**src/tlvfp_pkg.sv**
```systemverilog
// Package for the TLV frame parser: field widths, default header sizes
// and the result record type. No dependencies.
package tlvfp_pkg;

    localparam int BYTE_W            = 8;
    localparam int TYPE_W            = 16;
    localparam int TYPE_BYTES_DEF    = 2;
    localparam int LENGTH_BYTES_DEF  = 4;
    localparam int OUT_DATA_W        = BYTE_W + TYPE_W;

    typedef struct packed {
        logic              empty_res;
        logic              last;
        logic [TYPE_W-1:0] frame_type;
        logic [BYTE_W-1:0] payload_byte;
    } result_t;

endpackage

```
**src/tlv_frame_parser.sv**
```systemverilog
// TLV frame parser top level: header parse state, payload counter and a
// two-entry result buffer (output register plus skid register).
// Depends on tlvfp_pkg.
//
//  Channel   Direction  Signals                        Contents
//  s_axis    in         tvalid tready tdata[7:0]       in_byte
//  m_axis    out        tvalid tready tdata[23:0]      payload_byte, frame_type
//                       tlast tuser[0]                 last, empty_res
//
// One input item is taken per clock while s_axis_tready is high; each result is registered.
// The rate is set by the parse state update, a shift and a 32-bit decrement.
// rst_n clears the header position, type, length, payload counter and both result valid flags.
// The skid register lets an item enter while a result waits, so s_axis_tready
// comes from a register and drops only when both result slots are full.
module tlv_frame_parser
    import tlvfp_pkg::*;
#(
    parameter int TYPE_BYTES   = TYPE_BYTES_DEF,
    parameter int LENGTH_BYTES = LENGTH_BYTES_DEF
)
(
    input  logic                  clk,
    input  logic                  rst_n,
    input  logic                  s_axis_tvalid,
    output logic                  s_axis_tready,
    input  logic [BYTE_W-1:0]     s_axis_tdata,   // [7:0] in_byte
    output logic                  m_axis_tvalid,
    input  logic                  m_axis_tready,
    output logic [OUT_DATA_W-1:0] m_axis_tdata,   // [7:0] payload_byte, [23:8] frame_type
    output logic                  m_axis_tlast,   // last
    output logic [0:0]            m_axis_tuser    // [0] empty_res
);

    localparam int HDR_BYTES = TYPE_BYTES + LENGTH_BYTES;
    localparam int POS_W     = $clog2(HDR_BYTES);
    localparam int LEN_W     = BYTE_W * LENGTH_BYTES;
    localparam logic [POS_W-1:0] POS_LAST = POS_W'(HDR_BYTES - 1);
    localparam logic [POS_W-1:0] POS_LEN0 = POS_W'(TYPE_BYTES);

    logic [POS_W-1:0]  pos_reg,       pos_next;
    logic [TYPE_W-1:0] type_reg,      type_next;
    logic [LEN_W-1:0]  len_reg,       len_next;
    logic [LEN_W-1:0]  remaining_reg, remaining_next;

    logic              out_valid_reg;
    logic              skid_valid_reg;
    result_t           out_reg;
    result_t           skid_reg;

    logic              accept;
    logic              in_payload;
    logic [LEN_W-1:0]  len_shift;
    logic              new_res;
    result_t           new_item;
    logic              drain;

    assign accept     = s_axis_tvalid && s_axis_tready;
    assign in_payload = (remaining_reg != '0);
    assign len_shift  = (len_reg << BYTE_W) | LEN_W'(s_axis_tdata);
    assign drain      = out_valid_reg && m_axis_tready;

    always_comb
    begin
        pos_next       = pos_reg;
        type_next      = type_reg;
        len_next       = len_reg;
        remaining_next = remaining_reg;
        new_res        = 1'b0;
        new_item.payload_byte = s_axis_tdata;
        new_item.frame_type   = type_reg;
        new_item.last         = (remaining_reg == LEN_W'(1));
        new_item.empty_res    = 1'b0;

        if (in_payload)
        begin
            new_res        = 1'b1;
            remaining_next = remaining_reg - LEN_W'(1);
        end
        else
        begin
            if (pos_reg == '0)
            begin
                type_next = TYPE_W'(s_axis_tdata);
                len_next  = '0;
            end
            else if (pos_reg < POS_LEN0)
            begin
                type_next = {type_reg[TYPE_W-BYTE_W-1:0], s_axis_tdata};
            end
            else
            begin
                len_next = len_shift;
            end

            if (pos_reg == POS_LAST)
            begin
                pos_next = '0;
                // The final header byte is always a length byte, so len_shift
                // already holds the whole length here.
                if (len_shift == '0)
                begin
                    new_res = 1'b1;
                    new_item.payload_byte = '0;
                    new_item.frame_type   = type_next;
                    new_item.last         = 1'b1;
                    new_item.empty_res    = 1'b1;
                end
                else
                begin
                    remaining_next = len_shift;
                end
            end
            else
            begin
                pos_next = pos_reg + POS_W'(1);
            end
        end
    end

    always_ff @(posedge clk or negedge rst_n)
    begin
        if (!rst_n)
        begin
            pos_reg       <= '0;
            type_reg      <= '0;
            len_reg       <= '0;
            remaining_reg <= '0;
        end
        else if (accept)
        begin
            pos_reg       <= pos_next;
            type_reg      <= type_next;
            len_reg       <= len_next;
            remaining_reg <= remaining_next;
        end
    end

    // Result buffer: a new result goes to the output register when that is
    // free or being taken, otherwise it waits in the skid register.
    always_ff @(posedge clk or negedge rst_n)
    begin
        if (!rst_n)
        begin
            out_valid_reg  <= 1'b0;
            skid_valid_reg <= 1'b0;
        end
        else
        begin
            if (accept && new_res)
            begin
                if (!out_valid_reg || m_axis_tready)
                begin
                    out_valid_reg <= 1'b1;
                end
                else
                begin
                    skid_valid_reg <= 1'b1;
                end
            end
            else if (drain)
            begin
                out_valid_reg  <= skid_valid_reg;
                skid_valid_reg <= 1'b0;
            end
        end
    end

    always_ff @(posedge clk)
    begin
        if (accept && new_res)
        begin
            if (!out_valid_reg || m_axis_tready)
            begin
                out_reg <= new_item;
            end
            else
            begin
                skid_reg <= new_item;
            end
        end
        else if (drain && skid_valid_reg)
        begin
            out_reg <= skid_reg;
        end
    end

    assign s_axis_tready   = !skid_valid_reg;
    assign m_axis_tvalid   = out_valid_reg;
    assign m_axis_tdata    = {out_reg.frame_type, out_reg.payload_byte};
    assign m_axis_tlast    = out_reg.last;
    assign m_axis_tuser[0] = out_reg.empty_res;

    a_skid_behind_out: assert property (@(posedge clk) disable iff (!rst_n)
        skid_valid_reg |-> out_valid_reg)
        else $error("skid register holds a result while the output register is empty");

    a_pos_idle_in_payload: assert property (@(posedge clk) disable iff (!rst_n)
        in_payload |-> (pos_reg == '0))
        else $error("header position moved during the payload");

    a_pos_range: assert property (@(posedge clk) disable iff (!rst_n)
        pos_reg <= POS_LAST)
        else $error("header position beyond the header");

    a_header_no_payload: assert property (@(posedge clk) disable iff (!rst_n)
        (accept && !in_payload && (pos_reg != POS_LAST)) |=> !in_payload)
        else $error("payload phase entered before the header was complete");

    a_final_byte_last: assert property (@(posedge clk) disable iff (!rst_n)
        (accept && (remaining_reg == LEN_W'(1)) && !out_valid_reg)
        |=> (m_axis_tvalid && m_axis_tlast && !in_payload))
        else $error("final payload byte not marked last");

endmodule

```
**config.mk**
```make
export PLATFORM = sky130hd
export DESIGN_NAME = tlv_frame_parser
export DESIGN_NICKNAME = d
export VERILOG_FILES = /design/src/tlvfp_pkg.sv /design/src/tlv_frame_parser.sv
export SDC_FILE = /design/constraint.sdc
export NUM_CORES = 1
export LEC_CHECK = 0
export BUFFER_PORTS_ARGS = -buffer_cell sky130_fd_sc_hd__buf_2
export CORE_AREA = 2 2 111 113
export CTS_BUF_LIST = sky130_fd_sc_hd__clkbuf_16
export DETAILED_ROUTE_END_ITERATION = 10
export DIE_AREA = 0 0 113 115
export PLACE_DENSITY = 0.7
export SYNTH_ARGS = -nofsm -noshare
export SYNTH_HDL_FRONTEND = slang
export SYNTH_SLANG_ARGS = --single-unit
```
**constraint.sdc**
```tcl
create_clock -name clk -period 3.15 [get_ports clk]
set_input_delay 0.63 -clock clk [delete_from_list [all_inputs] [get_ports clk]]
set_output_delay 0.63 -clock clk [all_outputs]
set_load 0.01 [all_outputs]
```
; Word level (Yosys, flattened, before mapping)
; Cells that the tools add are included.
[totals]
ff_bits = 129
input_bits = 12
output_inout_bits = 28
wordCells = 69
[op_classes]
addsub = 2
n_lt_le_gt_ge = 1
eq_ne = 6
n_mux = 23
n_bitwise = 3
n_reduce_logical = 20
[ops]
columns = operator, count
row1 = $mux 26, 6
row2 = $mux 32, 3
row3 = $mux 24, 2
row4 = $eq 32x1->1 const B, 1
row5 = $logic_not 32->1, 1
row6 = $mux 16, 2
row7 = $or 32x8->32, 1
row8 = $reduce_bool 32->1, 1
row9 = $sub 32x1->32 const B, 1
row10 = $reduce_and 2->1, 5
row11 = $mux 1, 9
row12 = $ne 2x2->1 const B, 3
row13 = $reduce_and 3->1, 2
row14 = $reduce_bool 2->1, 3
row15 = $logic_and 1x1->1, 4
row16 = $add 3x1->3 const B, 1
row17 = $eq 3x3->1 const B, 1
row18 = $logic_not 3->1, 1
row19 = $lt 3x2->1 const B, 1
row20 = $mux 3, 1
row21 = $logic_not 1->1, 2
row22 = $ne 2x1->1 const B, 1
row23 = $not 1->1, 2
row24 = $logic_or 1x1->1, 1

; Longest topological paths before layout
; Gate-level depths: netlist of the first run.
[logic_depth]
word_depth = 8
ltp_mapped = 12

; Worst setup path before layout of the first run
; OpenSTA, ideal clock, no wires.
[synth_path]
path_type = input to register
start = in s_axis_tdata[4]
end = reg out_reg, in the netlist m_axis_tdata[0], enable pin
setup_ns = 0.418
arrival_time_ns = 3.107
t_required_ns = 2.732
setup_slack_ns = -0.375
path_stages = 7
cell_sequence = nor4_1 > nand4_1 > nor3_1 > o21ai_1 > buf_2 > buf_4 > a21oi_1
[synth_via]
elab_chain_len = 8
elab_cells_between_ends = 9
classes_between = eq/ne (1) / mux (3) / bitwise (1) / reduce/logical (4)
[synth_lines]
columns = item, line_no
row1 = start: declaration, tlv_frame_parser.sv:26  ; input logic [BYTE_W-1:0] s_axis_tdata,
row2 = $or 32x8->32 *, tlv_frame_parser.sv:59  ; assign len_shift = (len_reg << BYTE_W) | LEN_W'(s_axis_tdata);
row3 = $logic_not 32->1 *, tlv_frame_parser.sv:100  ; if (len_shift == '0)
row4 = $mux 1 *, tlv_frame_parser.sv:100
row5 = $mux 1 *, tlv_frame_parser.sv:95  ; if (pos_reg == POS_LAST)
row6 = $mux 1 *, tlv_frame_parser.sv:74  ; if (in_payload)
row7 = $logic_and 1x1->1 *, tlv_frame_parser.sv:170  ; if (accept && new_res)
row8 = $ne 2x1->1 (no source line) / $reduce_bool 2->1 (equally long branches), --
row9 = $reduce_and 2->1 (no source line) *, --
row10 = end signal: assignment, tlv_frame_parser.sv:174  ; out_reg <= new_item;
row11 = end signal: assignment, tlv_frame_parser.sv:183  ; out_reg <= skid_reg;
row12 = end: declaration, tlv_frame_parser.sv:47  ; result_t out_reg;
; Every way passes the cells marked *; elsewhere a longest branch is shown, timed or not.
; A chain may end at the register's enable or synchronous reset.

; Worst setup path after layout of the first run
[layout_path]
start = reg remaining_reg[6]
end = reg remaining_reg[14]
[layout_via]
elab_chain_len = 3
elab_cells_between_ends = 6
classes_between = add/sub (1) / eq/ne (1) / mux (1) / reduce/logical (3)
[layout_lines]
columns = item, line_no
row1 = start: declaration, tlv_frame_parser.sv:43  ; logic [LEN_W-1:0] remaining_reg, remaining_next;
row2 = start signal: assignment, tlv_frame_parser.sv:134  ; remaining_reg <= remaining_next;
row3 = "parallel branches: the longest is 3 deep, another holds $sub 32x1->32", --
; Several ways; the timed one is not identified.

==> flow_summary_export.csv, run 1 <==
group,metric,value,unit
logic_synthesis,syn-instance-count,490,
pwr,leakage,2.76,nW
placement,io_buffer_count,39,
clocking,cts_buffers,17,
sta,rsz0062_at_grt,"no",
sta,finalCritPeriodShare,0.871,
logic_synthesis,synthArstFlopShare,0.597,
sta,holdWs,0.392,ns
worst_setup_path,crit_required,3.41,ns
floorplan,num_io_pins,40,
worst_hold_path,hp-class,"in -> async",
sta,report.final.slew_viol_count,0,
worst_setup_path,worstSetupStartpointType,"flip-flop",
routing,final_antenna_net_count,0,
worst_setup_path,end_kind,"flip-flop",
global_routing,globalRoute.totalOverflow,0,
run_status,status,"complete, but fails checks",
sta,setup_violations,0,
placement,routabilityCongestion,0.995,
global_routing,grt_pass1_vias,3966,
layout,register_area,3490,µm²
floorplan,die_x,113,µm
placement,post-dp-hpwl,8.84,mm
placement,place_area,6140,µm²
layout,final_area,6710,µm²
routing,wl_per_cell,19.6,µm
layout,fin_nets,532,
logic_synthesis,syn_area,5790,µm²
run_status,violations,"DRC",
routing,routed_wl,13.3,mm
clocking,ctsResizeCount,0,
clocking,cts_tree,"built",
floorplan,dieArea,13000,µm²
layout,drive_above_1_share,0.262,
layout,diodes,0,
clocking,max-clock-path-buffers,2,
logic_synthesis,yosys_register_bits,129,
sta,hold_viol_final,0,
routing,drc,4,
sta,tightest_slew,1.13,ns
sta,fin_ws,0.408,ns
placement,dp_cells,646,
floorplan,rows,40,
global_routing,grt_pass1_wl,21.4,mm
routing,vias_per_cell,6.09,
job,cap_violations,0,
logic_synthesis,ys_types,52,
clocking,post_cts_buffers,0,
layout,final_cell_mix,"dfrtp_1, edfxtp_1, nor2_1, buf_2, mux2_2",
routing,vias,4130,
layout,final_cells,678,
clocking,cts_num_sinks,129,
logic_synthesis,avgSynthCellArea,11.8,µm²
layout,largest_register_ffs,32,
floorplan,die_h,115,µm
global_routing,antenna_found_initial,0,
logic_synthesis,seq_area_frac_synth,0.603,
worst_setup_path,cp.arrival,3.00,ns
global_routing,grt_max_degree,78,
sta,maxSlewHeadroom,0.249,
logic_synthesis,synth_area_leaders,"dfrtp_1, edfxtp_1, mux2_2, a22o_1, nor2_1",
logic_synthesis,post-synth-top-area-fraction,0.333,
layout,multi_input_area,2090,µm²
clocking,clock-root-buffer,"clkbuf_16",
logic_synthesis,synth-edff-count,52,
worst_setup_path,worst-path-max-fanout,17,
layout,fillCellCount,961,
floorplan,core-area,11800,µm²
layout,area_growth_syn_to_layout,15.9,%
routing,drt-initial-drc-count,575,
placement,pre_cts_ws,0.399,ns
logic_synthesis,syn_nets,504,
sta,timing.fmax,365,MHz
clocking,hold_buffers,0,
sta,min_period,2.74,ns
logic_synthesis,ys_warn_count,0,
floorplan,initial_core_util,0.490,
layout,mostFrequentLayoutCell,"dfrtp_1",
clocking,clock_latency,0.41,ns
sta,clock_skew,0.0117,ns
layout,final_core_util,0.568,
pwr,vdd_drop_max,0.000346,V
global_routing,grt_usage,0.214,
clocking,htreeDepth,4,
logic_synthesis,yosys.area.top_type,"dfrtp_1",
pwr,powerDensity,796,nW/µm²
routing,drt_pre_antenna_iters,8,
logic_synthesis,ys.flop_type,"dfrtp_1",
worst_setup_path,critPathKind,"reg -> reg",
sta,tns,0,ns
pwr,power,5.34,mW
clocking,cts.clk_slew.worst_paths,0.06,ns
[worst max-delay path: stages (launching register included)]
cell and delay, ns:
dfrtp_1 0.47, nor4_2 0.51, nand4_1 0.23, or3_1 0.49, or2_1 0.54, o21ai_0 0.29, a21oi_1 0.06
[cells by family after synthesis]
group | Yosys count | synth area share
AND/OR/NAND/NOR | 155 | 0.148
multiplexers | 34 | 0.0662
adder cells (fa/ha/maj) | 2 | 0.00432
flip-flops | 129 | 0.603
buffers and inverters | 53 | 0.0381
AO/OA/AOI/OAI | 116 | 0.139
XOR/XNOR | 1 | 0.00151
[path summary, 6_finish.rpt]
kind	slack, ns	endpoint	start	cells past startpoint
worst max-delay path	0.41	remaining_reg[14]$_DFFE_PN0P_	remaining_reg[6]$_DFFE_PN0P_	6
max in group asynchronous	2.13	len_reg[4]$_DFFE_PN0P_	rst_n	1
worst max register to register	0.41	remaining_reg[14]$_DFFE_PN0P_	remaining_reg[6]$_DFFE_PN0P_	6
worst min-delay path	0.39	remaining_reg[24]$_DFFE_PN0P_	rst_n	1
min in group clk	0.47	skid_reg[17]$_DFFE_PP_	type_reg[9]$_DFFE_PN0P_	0
worst min register to register	0.47	skid_reg[17]$_DFFE_PP_	type_reg[9]$_DFFE_PN0P_	0
[layer usage]
layer | track usage | routed length [µm]
met5 | 0 | 0
met3 | 0.0511 | 1100
met4 | 0.0715 | 216
met2 | 0.316 | 6000
met1 | 0.314 | 5940
[cell usage after synthesis, types with 3 or more instances]
| library cell | count |
|---|---|
| dfrtp_1 | 77 |
| edfxtp_1 | 52 |
| nor2_1 | 41 |
| clkbuf_1 | 36 |
| mux2_2 | 34 |
| a22o_1 | 32 |
| a21oi_1 | 30 |
| nand2_1 | 28 |
| nor3_1 | 22 |
| o21ai_0 | 19 |
| nor4_1 | 13 |
| nand3_1 | 12 |
| buf_2 | 8 |
| or3_1 | 8 |
| a211oi_1 | 7 |
| inv_1 | 7 |
| a31oi_1 | 5 |
| nand4_1 | 4 |
| nor2b_1 | 4 |
| nor4_4 | 4 |
| a21o_1 | 3 |
| nand2b_1 | 3 |
| nor4_2 | 3 |
| o41ai_1 | 3 |
[where the power goes]
group          internal [mW]  leakage [nW]  switching (mW)
clock                   1.04         0.275           0.811
sequential              2.09          1.53           0.232
combinational          0.471         0.954           0.696
[cell type report]
cell class	count	share of cell area
Timing Repair Buffer	55	0.0530
Clock inverter	15	0.0209
Clock buffer	17	0.0634
Tap cell	147	0.0274
Inverter	7	0.00392
Multi-Input combinational cell	308	0.311
Sequential cell	129	0.520
No activity file was read; power rests on OpenSTA's default activity.
==> inputs of run 2 (changes only) <==
ABC_AREA = 1   (was not set)
CORE_AREA = 2 2 117 119   (was 2 2 111 113)
DIE_AREA = 0 0 119 121   (was 0 0 113 115)
GPL_TIMING_DRIVEN = 0   (was not set)
PLACE_DENSITY = 0.69   (was 0.7)
==> flow_summary_export.csv, run 2 <==
group,metric,value,unit
pwr,powerDensity,983,nW/µm²
floorplan,num_io_pins,40,
worst_setup_path,end_kind,"flip-flop",
sta,rsz0062_at_grt,"no",
sta,setup_violations,0,
layout,fin_nets,850,
sta,fin_ws,0.377,ns
logic_synthesis,syn_nets,789,
global_routing,grt_usage,0.238,
worst_setup_path,critPathBufInv,4,
global_routing,antenna_found_initial,0,
sta,clock_skew,0.00929,ns
run_status,status,"finished clean",
logic_synthesis,ys.flop_type,"dfrtp_1",
logic_synthesis,avgSynthCellArea,8.31,µm²
floorplan,dieArea,14400,µm²
logic_synthesis,synth_area_leaders,"dfrtp_1, edfxtp_1, nand2_1, o21ai_0, nor2_1",
clocking,hold_buffers,0,
layout,largest_register_ffs,32,
clocking,cts_tree,"built",
clocking,cts_num_sinks,129,
floorplan,die_h,121,µm
placement,pre_cts_ws,-0.241,ns
logic_synthesis,ys_types,30,
job,cap_violations,0,
clocking,cts_buffers,17,
placement,routabilityCongestion,0.909,
logic_synthesis,ys_top_cells_by_count,"nand2_1, nor2_1, inv_1",
sta,maxSlewHeadroom,0.556,
pwr,leakage,3.45,nW
logic_synthesis,post-synth-top-area-fraction,0.299,
worst_setup_path,crit_chain,"inv_1 > ha_1 > nand2_2 > inv_1 > nand2_1 > nor2_1 > nand2_1 > nand2_2 > buf_2 > nor2_2 > buf_16",
routing,final_antenna_net_count,0,
worst_setup_path,crit_required,3.27,ns
sta,holdWs,0.108,ns
logic_synthesis,yosys.area.top_type,"dfrtp_1",
routing,wl_per_cell,15.7,µm
global_routing,grt_pass1_wl,26.3,mm
layout,final_cell_mix,"nand2_1, nor2_1, inv_1, o21ai_0, dfrtp_1",
worst_hold_path,hp-class,"in -> async",
worst_setup_path,worstSetupStartpointType,"flip-flop",
floorplan,initial_core_util,0.492,
logic_synthesis,yosysMostFrequentCell,"nand2_1",
clocking,post_cts_buffers,0,
worst_setup_path,critPathKind,"reg -> reg",
clocking,max-clock-path-buffers,2,
logic_synthesis,syn_area,6440,µm²
logic_synthesis,synthArstFlopShare,0.597,
sta,hold_viol_final,0,
worst_setup_path,crit_slowest_cell,"nor2_2",
routing,drt_pre_antenna_iters,5,
routing,drc,0,
global_routing,globalRoute.totalOverflow,0,
floorplan,die_x,119,µm
routing,routed_wl,16.1,mm
worst_setup_path,cp_slowest_stage_delay,0.54,ns
floorplan,core-area,13100,µm²
worst_setup_path,worst-path-max-fanout,17,
routing,vias_per_cell,5.34,
logic_synthesis,synth-edff-count,52,
layout,diodes,0,
clocking,htreeDepth,4,
layout,drive_above_1_share,0.139,
logic_synthesis,seq_area_frac_synth,0.542,
clocking,clock-root-buffer,"clkbuf_16",
floorplan,rows,42,
placement,post-dp-hpwl,11.9,mm
sta,min_period,2.77,ns
sta,finalCritPeriodShare,0.880,
global_routing,grt_max_degree,58,
logic_synthesis,ys_warn_count,0,
sta,report.final.slew_viol_count,0,
worst_setup_path,path_delay_family,"simple AND/OR/NAND/NOR gates",
logic_synthesis,syn-instance-count,775,
clocking,clock_latency,0.42,ns
sta,timing.fmax,361,MHz
global_routing,grt_pass1_vias,5363,
sta,tightest_slew,0.665,ns
logic_synthesis,yosys_register_bits,129,
worst_setup_path,cp.arrival,2.89,ns
layout,mostFrequentLayoutCell,"nand2_1",
routing,vias,5467,
clocking,ctsResizeCount,0,
placement,io_buffer_count,39,
routing,drt-initial-drc-count,341,
clocking,cts.clk_slew.worst_paths,0.06,ns
layout,area_growth_syn_to_layout,16.7,%
pwr,vdd_drop_max,0.000545,V
## run 2: cell types whose count changed in the layout (fill, tap and decap cells not counted), moves of 29 or more
cell and delta:
inv_1 +75, mux2_2 -34, o21ai_0 +60, a22o_1 -32, clkbuf_1 +29, nor2_1 +50, nand2_1 +193
## run 2: cell type report
cell class                      count  area, µm²
Buffer                             48        229
Clock buffer                       17        425
Clock inverter                     14        143
Fill cell                        1201       5570
Inverter                           84        315
Multi-Input combinational cell    514       2420
Sequential cell                   129       3490
Tap cell                          176        220
Timing Repair Buffer               42        280
## run 2: per-layer routing
layer	up-vias	routed length, µm	share of wire	global-route usage
met5	-	0	0	0
met4	0	386	0.024	0.0975
met3	32	894	0.055	0.0479
met2	181	8070	0.50	0.402
met1	2632	6760	0.42	0.300
li1	2622	-	-	-
## run 2: final timing paths
check                                        startpoint                             to  slack [ns]  cells past startpoint
min in group clk                        s_axis_tdata[6]          skid_reg[6]$_DFFE_PP_        0.49                      2
max reg2reg                remaining_reg[0]$_DFFE_PN0P_         skid_reg[22]$_DFFE_PP_        0.38                     11
min                                               rst_n  remaining_reg[31]$_DFFE_PN0P_        0.11                      1
min reg2reg                      pos_reg[0]$_DFFE_PN0P_         pos_reg[0]$_DFFE_PN0P_        0.51                      2
max in group asynchronous                         rst_n       type_reg[10]$_DFFE_PN0P_        2.47                      2
max                        remaining_reg[0]$_DFFE_PN0P_         skid_reg[22]$_DFFE_PP_        0.38                     11
## run 2: where the power goes
group	internal, mW	switching [mW]	total, mW
Combinational	0.938	1.74	2.68
Clock	1.16	0.734	1.89
Sequential	2.40	0.424	2.82
Total	4.49	2.90	7.39
## run 2: kinds of logic (layout without fill, tap and decap cells)
kind of cell | after synthesis | in the layout | share of synthesized area
flip-flops | 129 | 129 | 0.542
XOR/XNOR | 14 | 14 | 0.0190
adder cells (fa/ha/maj) | 2 | 2 | 0.00388
AO/OA/AOI/OAI | 131 | 131 | 0.116
AND/OR/NAND/NOR | 367 | 367 | 0.235
buffers and inverters | 132 | 205 | 0.0845
## run 2: worst register-to-register path, cell delays in order (launching register included)
cell and delay (ns):
dfrtp_1 0.38, inv_1 0.08, ha_1 0.29, nand2_2 0.17
inv_1 0.12, nand2_1 0.11, nor2_1 0.06, nand2_1 0.08
nand2_2 0.14, buf_2 0.25, nor2_2 0.54, buf_16 0.24
## run 2: stage by stage
stage | cells | util | area (µm²) | total power, mW | TNS (ns)
after detailed placement | 992 | 0.529 | 6920 | 5.45 | -6.22
after CTS | 1023 | 0.572 | 7490 | 7.34 | 0
after global placement | 990 | 0.524 | 6860 | 5.33 | -29.29
after floorplan | 775 | - | 6450 | 4.66 | 0
final | 1024 | 0.575 | 7520 | 7.39 | 0
after global routing | 1024 | 0.575 | 7520 | 7.90 | 0
==> inputs of run 3 (changes only) <==
CORE_AREA = 2 2 164 166   (was 2 2 117 119)
DIE_AREA = 0 0 166 168   (was 0 0 119 121)
PLACE_DENSITY = not set   (was 0.69)
==> flow_summary_export.csv, run 3 (synthesis gave the netlist of run 2 again) <==
group,metric,value,unit
worst_hold_path,hp-class,"in -> async",
sta,fin_ws,0.374,ns
worst_setup_path,end_kind,"flip-flop",
floorplan,num_io_pins,40,
layout,final_cell_mix,"nand2_1, nor2_1, inv_1, o21ai_0, dfrtp_1",
clocking,clock_latency,0.43,ns
global_routing,grt_pass1_wl,27.6,mm
layout,drive_above_1_share,0.140,
sta,min_period,2.78,ns
worst_setup_path,critPathKind,"reg -> reg",
sta,tns,0,ns
clocking,cts_num_sinks,129,
layout,mostFrequentLayoutCell,"nand2_1",
pwr,p_sw,3.01,mW
layout,final_area,7710,µm²
routing,drt-initial-drc-count,432,
placement,place_area,7120,µm²
floorplan,initial_core_util,0.244,
worst_setup_path,crit_required,3.28,ns
clocking,htreeDepth,4,
sta,setup_violations,0,
clocking,cts.clk_slew.worst_paths,0.06,ns
sta,tightest_slew,0.855,ns
routing,vias,5304,
layout,fin_nets,849,
layout,diodes,0,
layout,area_growth_syn_to_layout,19.7,%
sta,finalCritPeriodShare,0.881,
global_routing,antenna_found_initial,0,
routing,routed_wl,17.3,mm
pwr,power_frac_comb,0.359,
sta,maxSlewHeadroom,0.430,
layout,largest_register_ffs,32,
clocking,clock-root-buffer,"clkbuf_16",
job,cap_violations,0,
global_routing,grt_usage,0.127,
global_routing,grt_max_degree,68,
floorplan,die_x,166,µm
routing,final_antenna_net_count,0,
layout,register_area,3490,µm²
layout,final_cells,1189,
routing,vias_per_cell,4.46,
worst_setup_path,worstSetupStartpointType,"flip-flop",
layout,fillCellCount,2836,
routing,drt_pre_antenna_iters,5,
sta,rsz0062_at_grt,"no",
clocking,post_cts_buffers,0,
worst_setup_path,cp.arrival,2.91,ns
floorplan,die_h,168,µm
pwr,intPower,4.43,mW
placement,post-dp-hpwl,12.8,mm
placement,io_buffer_count,39,
pwr,p_clk_frac,0.264,
layout,multi_input_area,2420,µm²
sta,report.final.slew_viol_count,0,
clocking,cts_buffers,17,
worst_setup_path,worst-path-max-fanout,16,
sta,clock_skew,0.0117,ns
global_routing,globalRoute.totalOverflow,0,
pwr,leakage,3.44,nW
pwr,power,7.43,mW
clocking,cts_tree,"built",
placement,pre_cts_ws,-0.134,ns
floorplan,rows,60,
routing,drc,0,
floorplan,core-area,26400,µm²
placement,routabilityCongestion,0.892,
pwr,p_sw_frac,0.405,
global_routing,grt_pass1_vias,5083,
pwr,vdd_drop_max,0.000541,V
pwr,p_seq_frac,0.377,
clocking,max-clock-path-buffers,2,
sta,timing.fmax,360,MHz
sta,hold_viol_final,0,
pwr,powerDensity,964,nW/µm²
floorplan,dieArea,27900,µm²
run_status,status,"finished clean",
placement,dp_cells,1157,
routing,wl_per_cell,14.6,µm
## run 3: cell count changes in the layout (fill, tap and decap cells not counted), sizes merged
cell and delta:
buf -1, clkinv -5, clkinvlp +1, inv +6, bufinv -1
## run 3: repair_timing
action                     in CTS  in global routing
resized for setup               0                  1
hold buffers                    0                  0
setup endpoints to repair       0                 26
## run 3: power by group through the flow
| stage | combinational [mW] | clock, mW | sequential, mW |
|---|---|---|---|
| after floorplan | 1.89 | 0 | 2.77 |
| after global placement | 2.59 | 0 | 2.82 |
| after detailed placement | 2.65 | 0 | 2.83 |
| after CTS | 2.66 | 1.99 | 2.80 |
| after global routing | 3.00 | 2.07 | 2.88 |
| final | 2.67 | 1.96 | 2.81 |
## run 3: path summary, 6_finish.rpt
check	from	endpoint	slack, ns	depth (start not counted)
max in group asynchronous	rst_n	remaining_reg[6]$_DFFE_PN0P_	2.50	2
worst max register to register	remaining_reg[0]$_DFFE_PN0P_	skid_reg[1]$_DFFE_PP_	0.37	11
worst min register to register	skid_valid_reg$_DFFE_PN0P_	skid_valid_reg$_DFFE_PN0P_	0.49	2
min in group clk	skid_valid_reg$_DFFE_PN0P_	skid_valid_reg$_DFFE_PN0P_	0.49	2
worst max-delay path	remaining_reg[0]$_DFFE_PN0P_	skid_reg[1]$_DFFE_PP_	0.37	11
worst min-delay path	rst_n	type_reg[8]$_DFFE_PN0P_	0.04	1
## run 3: per-stage QoR
step / hold WS, ns / utilization
after CTS: 0.0358 / 0.292
after global placement: 0.468 / 0.268
after detailed placement: 0.476 / 0.270
after floorplan: 0.334 / -
after global routing: 0.0369 / 0.293
final: 0.0418 / 0.293
## run 3: layout make-up
class	count	share of cell area
flip-flops and latches	129	0.452
plain buffers	48	0.0297
clock inverters	15	0.0211
well taps	341	0.0553
clock buffers	17	0.0552
multi-input cells	514	0.314
inverters	84	0.0409
repair buffers	41	0.0311
## run 3: worst max-delay path, stage by stage, from the launching register on
cell,delay [ns]
dfrtp_1,0.37
inv_1,0.09
ha_1,0.29
nand2_2,0.18
inv_1,0.13
nand2_1,0.11
nor2_1,0.07
nand2_1,0.08
nand2_2,0.13
buf_2,0.25
nor2_2,0.51
buf_8,0.26
## run 3: per-layer routing
metal / up-vias / GRT usage / part of all wire
li1: 2617 / - / -
met1: 2520 / 0.174 / 0.46
met2: 139 / 0.196 / 0.46
met3: 28 / 0.0270 / 0.051
met4: 0 / 0.0541 / 0.020
met5: - / 0 / 0
